### src/rtl/core/wbxat_pkg.sv
// shared types, token codes and widths for the wbxml attribute token scanner
`default_nettype none

package wbxat_pkg;

    localparam int DataWidth  = 8;
    localparam int ValueWidth = 32;
    localparam int TallyWidth = 33;
    localparam int KindWidth  = 4;
    localparam int MbiCntWidth = 3;

    // global token bytes in attribute state
    localparam logic [7:0] TokSwitchPage = 8'h00;
    localparam logic [7:0] TokEnd        = 8'h01;
    localparam logic [7:0] TokEntity     = 8'h02;
    localparam logic [7:0] TokStrI       = 8'h03;
    localparam logic [7:0] TokLiteral    = 8'h04;
    localparam logic [7:0] TokExtI0      = 8'h40;
    localparam logic [7:0] TokExtI1      = 8'h41;
    localparam logic [7:0] TokExtI2      = 8'h42;
    localparam logic [7:0] TokExtT0      = 8'h80;
    localparam logic [7:0] TokExtT1      = 8'h81;
    localparam logic [7:0] TokExtT2      = 8'h82;
    localparam logic [7:0] TokStrT       = 8'h83;
    localparam logic [7:0] TokExt0       = 8'hC0;
    localparam logic [7:0] TokExt1       = 8'hC1;
    localparam logic [7:0] TokExt2       = 8'hC2;
    localparam logic [7:0] TokOpaque     = 8'hC3;

    localparam logic [5:0] AttrCodeMin = 6'd5;
    localparam logic [MbiCntWidth-1:0] MbiMaxBytes = 3'd5;
    localparam logic [TallyWidth-1:0]  TallyMax    = '1;

    typedef enum logic [KindWidth-1:0] {
        KIND_SWITCH_PAGE = 4'd0,
        KIND_END         = 4'd1,
        KIND_ENTITY      = 4'd2,
        KIND_STR_I       = 4'd3,
        KIND_LITERAL     = 4'd4,
        KIND_EXT_I       = 4'd5,
        KIND_EXT_T       = 4'd6,
        KIND_STR_T       = 4'd7,
        KIND_EXT_SINGLE  = 4'd8,
        KIND_OPAQUE      = 4'd9,
        KIND_RESERVED    = 4'd10,
        KIND_INVALID     = 4'd11,
        KIND_ATTR_VALUE  = 4'd12,
        KIND_ATTR_START  = 4'd13
    } token_kind_t;

    typedef enum logic [5:0] {
        PH_STOPPED = 6'b000001,
        PH_IDLE    = 6'b000010,
        PH_PAGE    = 6'b000100,
        PH_MBI     = 6'b001000,
        PH_STR     = 6'b010000,
        PH_SKIP    = 6'b100000
    } scan_phase_t;

    typedef struct packed {
        logic                  valid;
        token_kind_t           kind;
        logic [DataWidth-1:0]  code;
        logic [ValueWidth-1:0] value;
        logic [DataWidth-1:0]  page;
        logic [TallyWidth-1:0] bytes;
        logic                  done;
    } scan_result_t;

endpackage

`default_nettype wire

### src/rtl/core/wbxml_attribute_token_scanner.sv
// top level: input register, token state machine, result register, version register
//
// channel  dir  handshake                      payload
// s_axis   in   s_axis_tvalid / s_axis_tready  tdata: data_byte; tuser: start_list
// m_axis   out  m_axis_tvalid / m_axis_tready  tdata: code, value, page, bytes;
//                                              tuser: token_kind; tlast: list_done
// cfg      in   cfg_valid / cfg_ready          cfg_data: version_above_one_zero
//
// one byte per cycle sustained while the result register is not stalled; an item passes
// from the input register through the token state machine into the result register.
// reset clears the token state, code page and handshakes; version resets to 1.
// a stalled result holds the state machine while the input register still takes one item.
`default_nettype none

module wbxml_attribute_token_scanner (
    input  wire logic        aclk,
    input  wire logic        aresetn,
    input  wire logic        s_axis_tvalid,
    output wire logic        s_axis_tready,
    input  wire logic [7:0]  s_axis_tdata,   // data_byte [7:0]
    input  wire logic        s_axis_tuser,   // start_list
    output wire logic        m_axis_tvalid,
    input  wire logic        m_axis_tready,
    output wire logic [87:0] m_axis_tdata,   // token_code [7:0], token_value [39:8],
                                             // code_page [47:40], token_bytes [80:48]
    output wire logic [3:0]  m_axis_tuser,   // token_kind
    output wire logic        m_axis_tlast,   // list_done
    input  wire logic        cfg_valid,
    output wire logic        cfg_ready,
    input  wire logic        cfg_data        // version_above_one_zero
);

    logic        in_valid_reg, in_valid_next;
    logic [7:0]  in_byte_reg;
    logic        in_start_reg;
    logic        out_valid_reg, out_valid_next;
    logic        version_reg;
    logic        advance;
    logic        s_take;
    wbxat_pkg::scan_result_t result, out_reg;

    assign advance       = in_valid_reg && (!out_valid_reg || m_axis_tready);
    assign s_axis_tready = !in_valid_reg || advance;
    assign s_take        = s_axis_tvalid && s_axis_tready;
    assign cfg_ready     = 1'b1;

    always_comb begin
        in_valid_next = s_take ? 1'b1 : (advance ? 1'b0 : in_valid_reg);
        if (advance && result.valid) begin
            out_valid_next = 1'b1;
        end else if (m_axis_tready) begin
            out_valid_next = 1'b0;
        end else begin
            out_valid_next = out_valid_reg;
        end
    end

    wbxat_scan_core u_core (
        .aclk                   (aclk),
        .aresetn                (aresetn),
        .advance                (advance),
        .data_byte              (in_byte_reg),
        .start_list             (in_start_reg),
        .version_above_one_zero (version_reg),
        .result                 (result)
    );

    always_ff @(posedge aclk) begin
        if (!aresetn) begin
            in_valid_reg  <= 1'b0;
            out_valid_reg <= 1'b0;
            version_reg   <= 1'b1;
        end else begin
            in_valid_reg  <= in_valid_next;
            out_valid_reg <= out_valid_next;
            if (cfg_valid && cfg_ready) begin
                version_reg <= cfg_data;
            end
        end
    end

    always_ff @(posedge aclk) begin
        if (s_take) begin
            in_byte_reg  <= s_axis_tdata;
            in_start_reg <= s_axis_tuser;
        end
        if (advance && result.valid) begin
            out_reg <= result;
        end
    end

    assign m_axis_tvalid = out_valid_reg;
    assign m_axis_tuser  = out_reg.kind;
    assign m_axis_tlast  = out_reg.done;
    assign m_axis_tdata  = {7'd0, out_reg.bytes, out_reg.page, out_reg.value, out_reg.code};

    // list stop only on end, reserved or invalid
    assert property (@(posedge aclk) disable iff (!aresetn)
        (m_axis_tvalid && m_axis_tlast) |->
            (m_axis_tuser == wbxat_pkg::KIND_END || m_axis_tuser == wbxat_pkg::KIND_RESERVED
             || m_axis_tuser == wbxat_pkg::KIND_INVALID))
        else $error("list_done on a token that does not stop the list");

    // every token consumes at least one byte
    assert property (@(posedge aclk) disable iff (!aresetn)
        m_axis_tvalid |-> (m_axis_tdata[80:48] != '0))
        else $error("result item with zero token_bytes");

    // attribute value codes always have bit 7 set
    assert property (@(posedge aclk) disable iff (!aresetn)
        (m_axis_tvalid && m_axis_tuser == wbxat_pkg::KIND_ATTR_VALUE) |-> m_axis_tdata[7])
        else $error("attr_value with bit 7 clear");

    // an empty result register never blocks the input
    assert property (@(posedge aclk) disable iff (!aresetn)
        !m_axis_tvalid |-> s_axis_tready)
        else $error("input stalled with no result pending");

endmodule

`default_nettype wire

### src/rtl/core/wbxat_scan_core.sv
// token state machine: consumes one registered byte and forms the result item
`default_nettype none

module wbxat_scan_core (
    input  wire logic                           aclk,
    input  wire logic                           aresetn,
    input  wire logic                           advance,
    input  wire logic [wbxat_pkg::DataWidth-1:0] data_byte,
    input  wire logic                           start_list,
    input  wire logic                           version_above_one_zero,
    output wbxat_pkg::scan_result_t             result
);

    wbxat_pkg::scan_phase_t phase_reg, phase_next, phase_eff;
    logic [wbxat_pkg::DataWidth-1:0]   held_reg, held_next;
    logic [wbxat_pkg::ValueWidth-1:0]  acc_reg, acc_next, acc_shift;
    logic [wbxat_pkg::ValueWidth-1:0]  rem_reg, rem_next, rem_dec;
    logic [wbxat_pkg::DataWidth-1:0]   page_reg, page_next;
    logic [wbxat_pkg::TallyWidth-1:0]  tally_reg, tally_next, tally_inc;
    logic [wbxat_pkg::MbiCntWidth-1:0] cnt_reg, cnt_next, cnt_inc;
    wbxat_pkg::token_kind_t            mbi_kind;

    always_comb begin
        phase_eff = start_list ? wbxat_pkg::PH_IDLE : phase_reg;
        tally_inc = (tally_reg == wbxat_pkg::TallyMax) ? tally_reg
                                                        : tally_reg + 1'b1;
        acc_shift = {acc_reg[wbxat_pkg::ValueWidth-8:0], data_byte[6:0]};
        cnt_inc   = cnt_reg + 1'b1;
        rem_dec   = (rem_reg != '0) ? rem_reg - 1'b1 : rem_reg;
        priority if (held_reg == wbxat_pkg::TokEntity) begin
            mbi_kind = wbxat_pkg::KIND_ENTITY;
        end else if (held_reg == wbxat_pkg::TokLiteral) begin
            mbi_kind = wbxat_pkg::KIND_LITERAL;
        end else if (held_reg == wbxat_pkg::TokStrT) begin
            mbi_kind = wbxat_pkg::KIND_STR_T;
        end else if (held_reg == wbxat_pkg::TokOpaque) begin
            mbi_kind = wbxat_pkg::KIND_OPAQUE;
        end else begin
            mbi_kind = wbxat_pkg::KIND_EXT_T;
        end
    end

    always_comb begin
        phase_next = phase_eff;
        held_next  = held_reg;
        acc_next   = acc_reg;
        rem_next   = rem_reg;
        page_next  = page_reg;
        tally_next = tally_reg;
        cnt_next   = cnt_reg;

        result.valid = 1'b0;
        result.kind  = wbxat_pkg::KIND_INVALID;
        result.code  = held_reg;
        result.value = '0;
        result.page  = page_reg;
        result.bytes = tally_inc;
        result.done  = 1'b0;

        unique case (phase_eff)
            wbxat_pkg::PH_IDLE: begin
                held_next    = data_byte;
                tally_next   = {{(wbxat_pkg::TallyWidth-1){1'b0}}, 1'b1};
                acc_next     = '0;
                rem_next     = '0;
                cnt_next     = '0;
                result.code  = data_byte;
                result.bytes = {{(wbxat_pkg::TallyWidth-1){1'b0}}, 1'b1};
                if (data_byte[5:0] >= wbxat_pkg::AttrCodeMin) begin
                    result.valid = 1'b1;
                    result.kind  = data_byte[7] ? wbxat_pkg::KIND_ATTR_VALUE
                                                : wbxat_pkg::KIND_ATTR_START;
                end else begin
                    unique case (data_byte)
                        wbxat_pkg::TokSwitchPage: begin
                            phase_next = wbxat_pkg::PH_PAGE;
                        end
                        wbxat_pkg::TokEnd: begin
                            phase_next   = wbxat_pkg::PH_STOPPED;
                            result.valid = 1'b1;
                            result.kind  = wbxat_pkg::KIND_END;
                            result.done  = 1'b1;
                        end
                        wbxat_pkg::TokEntity, wbxat_pkg::TokLiteral,
                        wbxat_pkg::TokExtT0, wbxat_pkg::TokExtT1,
                        wbxat_pkg::TokExtT2, wbxat_pkg::TokStrT: begin
                            phase_next = wbxat_pkg::PH_MBI;
                        end
                        wbxat_pkg::TokStrI, wbxat_pkg::TokExtI0,
                        wbxat_pkg::TokExtI1, wbxat_pkg::TokExtI2: begin
                            phase_next = wbxat_pkg::PH_STR;
                        end
                        wbxat_pkg::TokExt0, wbxat_pkg::TokExt1,
                        wbxat_pkg::TokExt2: begin
                            result.valid = 1'b1;
                            result.kind  = wbxat_pkg::KIND_EXT_SINGLE;
                        end
                        wbxat_pkg::TokOpaque: begin
                            if (version_above_one_zero) begin
                                phase_next = wbxat_pkg::PH_MBI;
                            end else begin
                                phase_next   = wbxat_pkg::PH_STOPPED;
                                result.valid = 1'b1;
                                result.kind  = wbxat_pkg::KIND_RESERVED;
                                result.done  = 1'b1;
                            end
                        end
                        default: begin
                            phase_next   = wbxat_pkg::PH_STOPPED;
                            result.valid = 1'b1;
                            result.kind  = wbxat_pkg::KIND_INVALID;
                            result.done  = 1'b1;
                        end
                    endcase
                end
            end
            wbxat_pkg::PH_PAGE: begin
                tally_next   = tally_inc;
                page_next    = data_byte;
                phase_next   = wbxat_pkg::PH_IDLE;
                result.valid = 1'b1;
                result.kind  = wbxat_pkg::KIND_SWITCH_PAGE;
                result.value = {{(wbxat_pkg::ValueWidth-wbxat_pkg::DataWidth){1'b0}},
                                data_byte};
                result.page  = data_byte;
            end
            wbxat_pkg::PH_MBI: begin
                tally_next = tally_inc;
                acc_next   = acc_shift;
                cnt_next   = cnt_inc;
                if (data_byte[7] && (cnt_inc < wbxat_pkg::MbiMaxBytes)) begin
                    phase_next = wbxat_pkg::PH_MBI;
                end else if ((held_reg == wbxat_pkg::TokOpaque) && (acc_shift != '0)) begin
                    rem_next   = acc_shift;
                    phase_next = wbxat_pkg::PH_SKIP;
                end else begin
                    phase_next   = wbxat_pkg::PH_IDLE;
                    result.valid = 1'b1;
                    result.kind  = mbi_kind;
                    result.value = acc_shift;
                end
            end
            wbxat_pkg::PH_STR: begin
                tally_next = tally_inc;
                if (data_byte == '0) begin
                    phase_next   = wbxat_pkg::PH_IDLE;
                    result.valid = 1'b1;
                    result.kind  = (held_reg == wbxat_pkg::TokStrI)
                                   ? wbxat_pkg::KIND_STR_I : wbxat_pkg::KIND_EXT_I;
                end
            end
            wbxat_pkg::PH_SKIP: begin
                tally_next = tally_inc;
                rem_next   = rem_dec;
                if (rem_dec == '0) begin
                    phase_next   = wbxat_pkg::PH_IDLE;
                    result.valid = 1'b1;
                    result.kind  = wbxat_pkg::KIND_OPAQUE;
                    result.value = acc_reg;
                end
            end
            default: begin
                phase_next = wbxat_pkg::PH_STOPPED;
            end
        endcase
    end

    always_ff @(posedge aclk) begin
        if (!aresetn) begin
            phase_reg <= wbxat_pkg::PH_STOPPED;
            held_reg  <= '0;
            acc_reg   <= '0;
            rem_reg   <= '0;
            page_reg  <= '0;
            tally_reg <= '0;
            cnt_reg   <= '0;
        end else if (advance) begin
            phase_reg <= phase_next;
            held_reg  <= held_next;
            acc_reg   <= acc_next;
            rem_reg   <= rem_next;
            page_reg  <= page_next;
            tally_reg <= tally_next;
            cnt_reg   <= cnt_next;
        end
    end

endmodule

`default_nettype wire
### config.mk
export PLATFORM = sky130hd
export DESIGN_NAME = wbxml_attribute_token_scanner
export DESIGN_NICKNAME = d
export VERILOG_FILES = /design/src/rtl/core/wbxat_pkg.sv /design/src/rtl/core/wbxml_attribute_token_scanner.sv /design/src/rtl/core/wbxat_scan_core.sv
export SDC_FILE = /design/constraint.sdc
export NUM_CORES = 1
export LEC_CHECK = 0
export BUFFER_PORTS_ARGS = -buffer_cell sky130_fd_sc_hd__buf_2
export CORE_MARGIN = 8
export CORE_UTILIZATION = 40
export DETAILED_ROUTE_END_ITERATION = 16
export SLEW_MARGIN = 20
export SYNTH_ARGS = -nofsm -noshare
export SYNTH_HDL_FRONTEND = slang
export SYNTH_SLANG_ARGS = --single-unit
### constraint.sdc
create_clock -name aclk -period 8.3 [get_ports aclk]
set_input_delay 0.83 -clock aclk [delete_from_list [all_inputs] [get_ports aclk]]
set_output_delay 0.83 -clock aclk [all_outputs]
set_load 0.03 [all_outputs]
==> results.cfg, run 1 <==
[power]
p_switching_w = 0.0006348
pwr-share-seq = 0.460
finalPower_w = 0.002543
p_per_area_mw_per_mm2 = 203.7
p_sw_frac = 0.2496
p_clk_frac = 0.449
internal_power_w = 0.001908
comb_power_share = 0.091
p_leak_nw = 4.687
vdd_ir_drop_max_mv = 0.1410

[worst_setup_path]
endpoint_kind = flip-flop
cp.required_ps = 8500
cp.depth = 11
critPathTopFamily = simple AND/OR/NAND/NOR gates
rr_worst_depth = 11
crit_chain = nor4_1 > nand4_1 > nor3_1 > nor3_1 > nor4_1 > nand4_1 > nor3_4 > buf_4 > a211oi_1 > a21oi_4 > buf_12
critPathMaxStageDelay_ps = 940
cp-start-kind = flip-flop
arrival_ps = 5830
worstSetupPathType = reg -> reg
cp_max_fo = 57
worst-path-buf-inv = 2
cp_slowest_cell = nor4_1

[route]
drc = 0
top_layer = met5
drt-met1-wl_um = 14250
vias_per_cell = 5.733
drt_first_pass_iters = 5
routedWlPerCell_um = 19.20
met2_length_um = 13490
initialDrtViolationCount = 881
dr_wl_met3_um = 2394
routed_wl_um = 30880
num_vias = 9219
detail-route-antenna-nets = 0

[yosys]
yosys_warnings = 0
synth_top_cell_area_share = 0.2616
synthArstFlopShare = 0
ys_ff_latch = 220
synth_cells = 1190
synth_cell_types = 68
synth.cell_area_sq_mm = 0.01091
syn_area_per_cell_sq_um = 9.165
synth-edff-count = 95
yosysTopAreaCell = edfxtp_1
synthTopCellsByArea = edfxtp_1 26%, dfxtp_1 23%, nor2_1 5.1%
seq_area_frac_synth = 0.4910
synthFlopType = dfxtp_1

[global_routing]
grt_pass1_wl_um = 49490
grt_usage = 0.1831
grt_max_degree = 69
antenna_found_initial = 1
gr-total-overflow = 0
grt_pass1_vias = 8670

[floorplan]
num_rows = 60
die_area_sq_mm = 0.03281
fp.dieH_um = 181.1
io_pins = 111
start_util = 0.4058
dieWidth_um = 181.1
core_area_sq_mm = 0.02688

[clock_network]
cts_resized = 0
cts_buffer_depth = 3
clk_pin_slew_ps = 60
cts-root-buf = clkbuf_16
cts_hold_buf = 0
htreeDepth = 1
clock_sinks = 220
cts_tree = yes
cts_setup_buffers = 0
insertion_delay_ps = 540
numCtsBuffers = 25

[finish]
nFillCells = 2601
largest_register_ffs = 81
drive_above_1_share = 0.1436
fin_util = 0.4644
areaGrowthSynthToFinish_pct = 14.43
fin_nets = 1266
num_antenna_cells = 0

[sta]
max_freq_ghz = 0.1777
worst_pin_slew_ps = 1079
period_share = 0.6780
setup_viol = 0
slew_violations = 0
fin_skew_ps = 13.25
min_period_ps = 5627
timing_hold_violations_final = 0
relSlewSlack = 0.2739
tns_ps = 0
rsz0062_at_grt = no

[placed_design]
hpwlAfterDp_um = 20870
globalplace.congestion = 0.8748
io_buffers = 102

[job]
cap_violations = 0

[worst_hold_path]
holdPathStages = 1
worst_hold_path_type = in -> reg

[status]
status = finished, final reports clean
[path summary, 6_finish.rpt]
check,start,endpoint,slack [ps]
setup / recovery,u_core.rem_reg[17],m_axis_tdata[35],2670
hold / removal,s_axis_tdata[1],in_byte_reg[1],470
setup reg to reg,u_core.rem_reg[17],m_axis_tdata[35],2670
hold reg to reg,u_core.tally_reg[1],u_core.tally_reg[1],490
[placed cells by master, fill, tap and decap left out, types with 15 or more instances in the layout]
cell / netlist / final
o21ai_0: 79 / 79
inv_1: 15 / 15
nor4_1: 32 / 32
nor3b_1: 18 / 18
a22o_1: 31 / 31
and2_1: 26 / 26
edfxtp_1: 95 / 95
dfxtp_1: 125 / 125
clkbuf_16: 0 / 27
nor2b_1: 25 / 25
nand3_1: 25 / 25
nor3_1: 41 / 41
nor2_1: 149 / 148
a22oi_1: 41 / 41
buf_2: 3 / 102
xnor2_1: 21 / 21
a31oi_1: 20 / 19
a21oi_1: 37 / 36
nand2_1: 118 / 118
xor2_1: 25 / 25
and3_1: 16 / 15
[logic make-up (layout without fill, tap and decap cells)]
| kind of cell | Yosys count | in the layout | share of synthesized area |
|---|---|---|---|
| and+or+nand+nor | 512 | 512 | 0.2347 |
| other | 2 | 8 | 0.0006886 |
| adders and majority gates | 3 | 3 | 0.003442 |
| AOI/OAI and AO/OA | 288 | 288 | 0.1792 |
| buffers and inverters | 108 | 179 | 0.04302 |
| DFF | 220 | 220 | 0.4910 |
| muxes | 11 | 11 | 0.01101 |
| xor gates and xnor gates | 46 | 46 | 0.03694 |
[routing by layer]
layer,vias to the layer above,track usage
li1,4479,-
met1,4373,0.2566
met2,307,0.2780
met3,58,0.04514
met4,2,0.04657
met5,-,0
[power by group through the flow]
stage          clock [W]  combinational [W]  sequential [W]
6_report         0.00114           0.000233         0.00117
5_1_grt          0.00122           0.000259         0.00117
4_1_cts          0.00117           0.000232         0.00117
3_5_place_dp           0           0.000231         0.00119
3_3_place_gp           0           0.000231         0.00119
2_1_floorplan          0           0.000165         0.00119
[Yosys cell counts (all sizes together), types with 25 or more instances]
| master | instances |
|---|---|
| clkbuf | 67 |
| o21ai | 81 |
| nor2 | 149 |
| edfxtp | 95 |
| nand2 | 118 |
| xor2 | 25 |
| nor2b | 25 |
| nor4 | 35 |
| a22o | 31 |
| a21oi | 37 |
| nor3 | 42 |
| a22oi | 41 |
| nand3 | 25 |
| dfxtp | 125 |
| buf | 25 |
| and2 | 26 |
[per-stage QoR]
step / cell area [sq um] / setup slack [ps] / cells / hold WS (ps)
after floorplan: 10930 / 544.8 / 1196 / 458.9
after global placement: 11610 / 2913 / 1562 / 478.2
after detailed placement: 11610 / 2734 / 1562 / 486.3
after CTS: 12480 / 2715 / 1608 / 446.2
after global routing: 12480 / 2198 / 1608 / 449.0
final: 12480 / 2673 / 1608 / 469.5
[cell type report]
cell class | count | area [sq um] | area share
Sequential cell | 220 | 5355 | 0.4291
Multi-Input combinational cell | 868 | 5136 | 0.4115
Clock buffer | 36 | 743.2 | 0.05955
Timing Repair Buffer | 117 | 635.6 | 0.05093
Tap cell | 341 | 426.7 | 0.03419
Clock inverter | 10 | 123.9 | 0.009925
Inverter | 16 | 60.06 | 0.004812
Note: power is estimated with default switching activity, not from simulation.
==> run 2, diff against run 1 <==
ABC_AREA = 1   (was unset)
clock period = 5.3 ns   (was 8.3 ns; I/O delays follow)
==> results.cfg, run 2 <==
[route]
drt_first_pass_iters = 8
routedWlPerCell_um = 17.31
num_vias = 10790
initialDrtViolationCount = 1053
top_layer = met4
routed_wl_um = 35590
drt-met1-wl_um = 16520
detail-route-antenna-nets = 0
drc = 0
dr_wl_met3_um = 2151
met2_length_um = 16000
vias_per_cell = 5.248

[floorplan]
core_area_sq_mm = 0.02878
fp.dieH_um = 187.3
dieWidth_um = 187.3
io_pins = 111
num_rows = 62
die_area_sq_mm = 0.03508
start_util = 0.4078

[sta]
tns_ps = 0
period_share = 0.8018
rsz0062_at_grt = no
fin_skew_ps = 16.17
setup_viol = 0
relSlewSlack = 0.2929
timing_hold_violations_final = 0
max_freq_ghz = 0.2353
slew_violations = 0
min_period_ps = 4250
worst_pin_slew_ps = 1054

[finish]
multi_input_area_sq_mm = 0.005425
nFillCells = 2935
areaGrowthSynthToFinish_pct = 13.97
num_antenna_cells = 0
final_common_cell = nand2_1
final_cell_mix = 440 x nand2_1, 198 x nor2_1, 162 x inv_1
fin_nets = 1670
fin_util = 0.4647
seqCellArea_sq_mm = 0.005355
drive_above_1_share = 0.1292
largest_register_ffs = 81

[global_routing]
grt_pass1_wl_um = 56490
gr-total-overflow = 0
grt_usage = 0.1963
grt_pass1_vias = 10170
grt_max_degree = 71
antenna_found_initial = 0

[yosys]
synth.cell_area_sq_mm = 0.01174
yosysTopAreaCell = edfxtp_1
syn_area_per_cell_sq_um = 7.452
synth-edff-count = 95
yosys_warnings = 0
synthFlopType = dfxtp_1
synth_top_cell_area_share = 0.2431
yosysMostFrequentCell = nand2_1
yosys-top-cells-count = 442 x nand2_1, 200 x nor2_1, 164 x inv_1
synth_cells = 1575
synthTopCellsByArea = edfxtp_1 24%, dfxtp_1 21%, nand2_1 14%
synthArstFlopShare = 0
synth_cell_types = 45
seq_area_frac_synth = 0.4563
ys_ff_latch = 220

[power]
comb_power_share = 0.136
p_leak_nw = 5.434
internal_power_w = 0.002966
p_per_area_mw_per_mm2 = 310.0
p_clk_frac = 0.421
pwr-share-seq = 0.443
vdd_ir_drop_max_mv = 0.2408
p_switching_w = 0.001180
p_sw_frac = 0.2846

[worst_setup_path]
endpoint_kind = flip-flop
cp-start-kind = flip-flop
cp-startpoint = u_core.rem_reg[0]
worstReg2RegEnd = m_axis_tdata[38]
reg2reg_slack_ps = 1050
worstSetupPathType = reg -> reg
crit_end = m_axis_tdata[38]
arrival_ps = 4500
cp_max_fo = 50
cp.required_ps = 5550
r2r-start = u_core.rem_reg[0]
rr_worst_depth = 18

[clock_network]
htreeDepth = 1
cts_resized = 0
clock_sinks = 220
cts_buffer_depth = 3
numCtsBuffers = 26
insertion_delay_ps = 530
clk_pin_slew_ps = 60
cts_tree = yes
cts_setup_buffers = 0
cts_hold_buf = 0
cts-root-buf = clkbuf_16

[placed_design]
hpwlAfterDp_um = 26230
globalplace.congestion = 0.9541
io_buffers = 102

[worst_hold_path]
worst_hold_path_type = in -> reg

[status]
status = finished, final reports clean

[job]
cap_violations = 0
==> run 2: area by class of cell <==
type,count,share of cell area
Multi-Input combinational cell,1119,0.4056
Sequential cell,220,0.4004
Clock buffer,32,0.05341
Timing Repair Buffer,117,0.04752
Inverter,168,0.04733
Tap cell,384,0.03592
Clock inverter,16,0.009822
==> run 2: cell families after synthesis <==
logic type                 Yosys count  synth area share
and+or+nand+nor                    808            0.2905
AOI/OAI and AO/OA                  262            0.1362
buffers and inverters              242           0.08475
DFF                                220            0.4563
xor gates and xnor gates            38           0.02836
adders and majority gates            3          0.003199
other                                2         0.0006399
==> run 2: worst min path at each step <==
| stage | to | depth (start not counted) | start |
|---|---|---|---|
| 4_1_cts | in_byte_reg[5] | 1 | s_axis_tdata[5] |
| 5_1_grt | in_byte_reg[0] | 1 | s_axis_tdata[0] |
| 6_report | in_byte_reg[5] | 1 | s_axis_tdata[5] |
| 3_5_place_dp | u_core.acc_reg[27] | 2 | u_core.acc_reg[27] |
| 3_3_place_gp | u_core.tally_reg[16] | 2 | u_core.tally_reg[16] |
| 2_1_floorplan | u_core.tally_reg[16] | 2 | u_core.tally_reg[16] |
==> run 2: routing by layer <==
layer | vias up | track usage
met5 | - | 0
met4 | 0 | 0.05864
met3 | 60 | 0.03076
met2 | 342 | 0.3102
met1 | 5050 | 0.2724
li1 | 5338 | -
==> run 2: power by group through the flow <==
stage                     registers [W]  logic, W  clock network, W
after global routing            0.00184  0.000628           0.00184
final                           0.00183  0.000565           0.00175
after CTS                       0.00183  0.000555           0.00178
after global placement          0.00187  0.000558                 0
after floorplan                 0.00189  0.000393                 0
after detailed placement        0.00187  0.000552                 0
==> run 2: critical path, stage by stage (launching register included) <==
cell and delay [ps]:
dfxtp_1 320, inv_1 90, ha_1 320, nand2_4 150, nor2_4 70, nand2_2 90
nor2_4 50, inv_2 590, nand2_1 230, inv_1 150, nor3_2 50, nand2_1 80
nor2_2 60, nand3_2 60, buf_4 340, nand2_1 140, nand2_1 150, clkinv_2 550
buf_12 430
==> run 2: stage by stage <==
step | instance area, sq um | total power, W | setup slack (ps) | cells | hold WS, ps
after floorplan | 11760 | 0.002279 | 1118 | 1581 | 440.1
after global placement | 12520 | 0.002429 | 1214 | 2008 | 450.6
after detailed placement | 12520 | 0.002423 | 1142 | 2008 | 456.6
after CTS | 13370 | 0.004170 | 1115 | 2056 | 153.9
after global routing | 13380 | 0.004308 | 749.4 | 2056 | 159.0
final | 13380 | 0.004146 | 1050 | 2056 | 172.5
==> run 3, diff against run 2 <==
clock period = 4 ns   (was 5.3 ns; I/O delays follow)
==> results.cfg, run 3 (synthesis results as in run 2) <==
[sta]
rsz0062_at_grt = no
period_share = 0.8729
setup_viol = 0
tns_ps = 0
fin_skew_ps = 21.18
worst_pin_slew_ps = 760.3
min_period_ps = 3492
timing_hold_violations_final = 0
max_freq_ghz = 0.2864
relSlewSlack = 0.4909
slew_violations = 0

[finish]
areaGrowthSynthToFinish_pct = 14.29
multi_input_area_sq_mm = 0.005420
fin_nets = 1678
final_cell_mix = 442 x nand2_1, 198 x nor2_1, 163 x inv_1
largest_register_ffs = 81
seqCellArea_sq_mm = 0.005355
design_area_sq_mm = 0.01341
nFillCells = 2949
drive_above_1_share = 0.1298
num_antenna_cells = 0
final_common_cell = nand2_1

[route]
drc = 0
drt_first_pass_iters = 5
detail-route-antenna-nets = 0
num_vias = 10850
routedWlPerCell_um = 17.37
initialDrtViolationCount = 792
vias_per_cell = 5.261
routed_wl_um = 35830

[clock_network]
insertion_delay_ps = 530
cts_buffer_depth = 3
cts-root-buf = clkbuf_16
clk_pin_slew_ps = 60
htreeDepth = 1
cts_resized = 0
cts_hold_buf = 0
cts_tree = yes
cts_setup_buffers = 0
numCtsBuffers = 25
clock_sinks = 220

[floorplan]
die_area_sq_mm = 0.03508
start_util = 0.4078
num_rows = 62
core_area_sq_mm = 0.02878
dieWidth_um = 187.3
io_pins = 111
fp.dieH_um = 187.3

[worst_setup_path]
r2r-start = u_core.rem_reg[0]
arrival_ps = 3670
worstReg2RegEnd = m_axis_tdata[16]
worstSetupPathType = reg -> reg
critPathMaxStageDelay_ps = 370
cp-start-kind = flip-flop
cp.required_ps = 4180
crit_chain = inv_1 > ha_1 > nand2_4 > nor2_4 > nand2_2 > nor2_4 > inv_2 > nand2_1 > inv_1 > nor3_2 > nand2_1 > nor2_2 > nand3_2 > nand2_1 > nand2_1 > clkinvlp_4 > buf_4
cp-startpoint = u_core.rem_reg[0]
rr_worst_depth = 17
reg2reg_slack_ps = 510
path_common_cell = nand2_1
cp_slowest_cell = ha_1
crit_end = m_axis_tdata[16]
cp_max_fo = 43
endpoint_kind = flip-flop

[job]
cap_violations = 0

[placed_design]
place_area_sq_mm = 0.01260
hpwlAfterDp_um = 26470
globalplace.congestion = 0.9696
io_buffers = 102

[power]
internal_power_w = 0.003916
vdd_ir_drop_max_mv = 0.4013
p_per_area_mw_per_mm2 = 407.5
finalPower_w = 0.005466
p_sw_frac = 0.2836
p_switching_w = 0.001550
pwr-share-seq = 0.445
p_leak_nw = 5.462
comb_power_share = 0.139
p_clk_frac = 0.417

[worst_hold_path]
worst_hold_path_type = in -> reg

[status]
status = finished, final reports clean

[global_routing]
antenna_found_initial = 0
gr-total-overflow = 0
grt_pass1_vias = 10410
grt_usage = 0.1984
grt_max_degree = 79
grt_pass1_wl_um = 57210
## run 3: through the flow
stage | setup slack (ps) | cells | hold slack (ps) | utilization
finish | 508.3 | 2063 | 44.79 | 0.4660
global route | 177.0 | 2063 | 35.51 | 0.4660
CTS | 515.9 | 2063 | 22.61 | 0.4660
detailed placement | 534.3 | 2017 | 455.5 | 0.4380
global placement | 637.1 | 2017 | 448.1 | 0.4380
floorplan | 451.6 | 1581 | 440.1 | -
## run 3: area by class of cell
type,instances,area share
well taps,384,0.03582
multi-input cells,1119,0.4041
flip-flops and latches,220,0.3993
clock inverters,13,0.009701
inverters,168,0.04739
repair buffers,126,0.05336
clock buffers,33,0.05037
## run 3: per-layer routing
layer  part of all wire  GRT usage  vias up  wire, um
met4              0.028    0.06017        0      1012
met2               0.47     0.3291      334     16690
li1                   -          -     5361         -
met1               0.45     0.2635     5108     16150
met5                  0          0        -         0
met3              0.055    0.02890       50      1975
## run 3: worst min path at each step
stage / startpoint / end / slack [ps] / cells past startpoint
floorplan: u_core.tally_reg[16] / u_core.tally_reg[16] / 440 / 2
global placement: u_core.acc_reg[29] / u_core.acc_reg[29] / 450 / 2
detailed placement: u_core.acc_reg[27] / u_core.acc_reg[27] / 460 / 2
CTS: s_axis_tdata[2] / in_byte_reg[2] / 20 / 1
global route: s_axis_tdata[7] / in_byte_reg[7] / 40 / 1
finish: s_axis_tdata[7] / in_byte_reg[7] / 40 / 1
## run 3: power groups by stage
stage	combinational [W]	clock, W	sequential, W
3_3_place_gp	0.000746	0	0.00248
6_report	0.000757	0.00228	0.00243
2_1_floorplan	0.000522	0	0.00250
3_5_place_dp	0.000745	0	0.00248
5_1_grt	0.000842	0.00239	0.00244
4_1_cts	0.000749	0.00232	0.00243
## run 3: worst max-delay path, delay by kind of cell, from the launching register on
| family | cells | cell delay, ps |
|---|---|---|
| simple gates | 11 | 1450 |
| fa+ha+maj | 1 | 370 |
| buf+inv | 5 | 980 |
| flops | 1 | 320 |
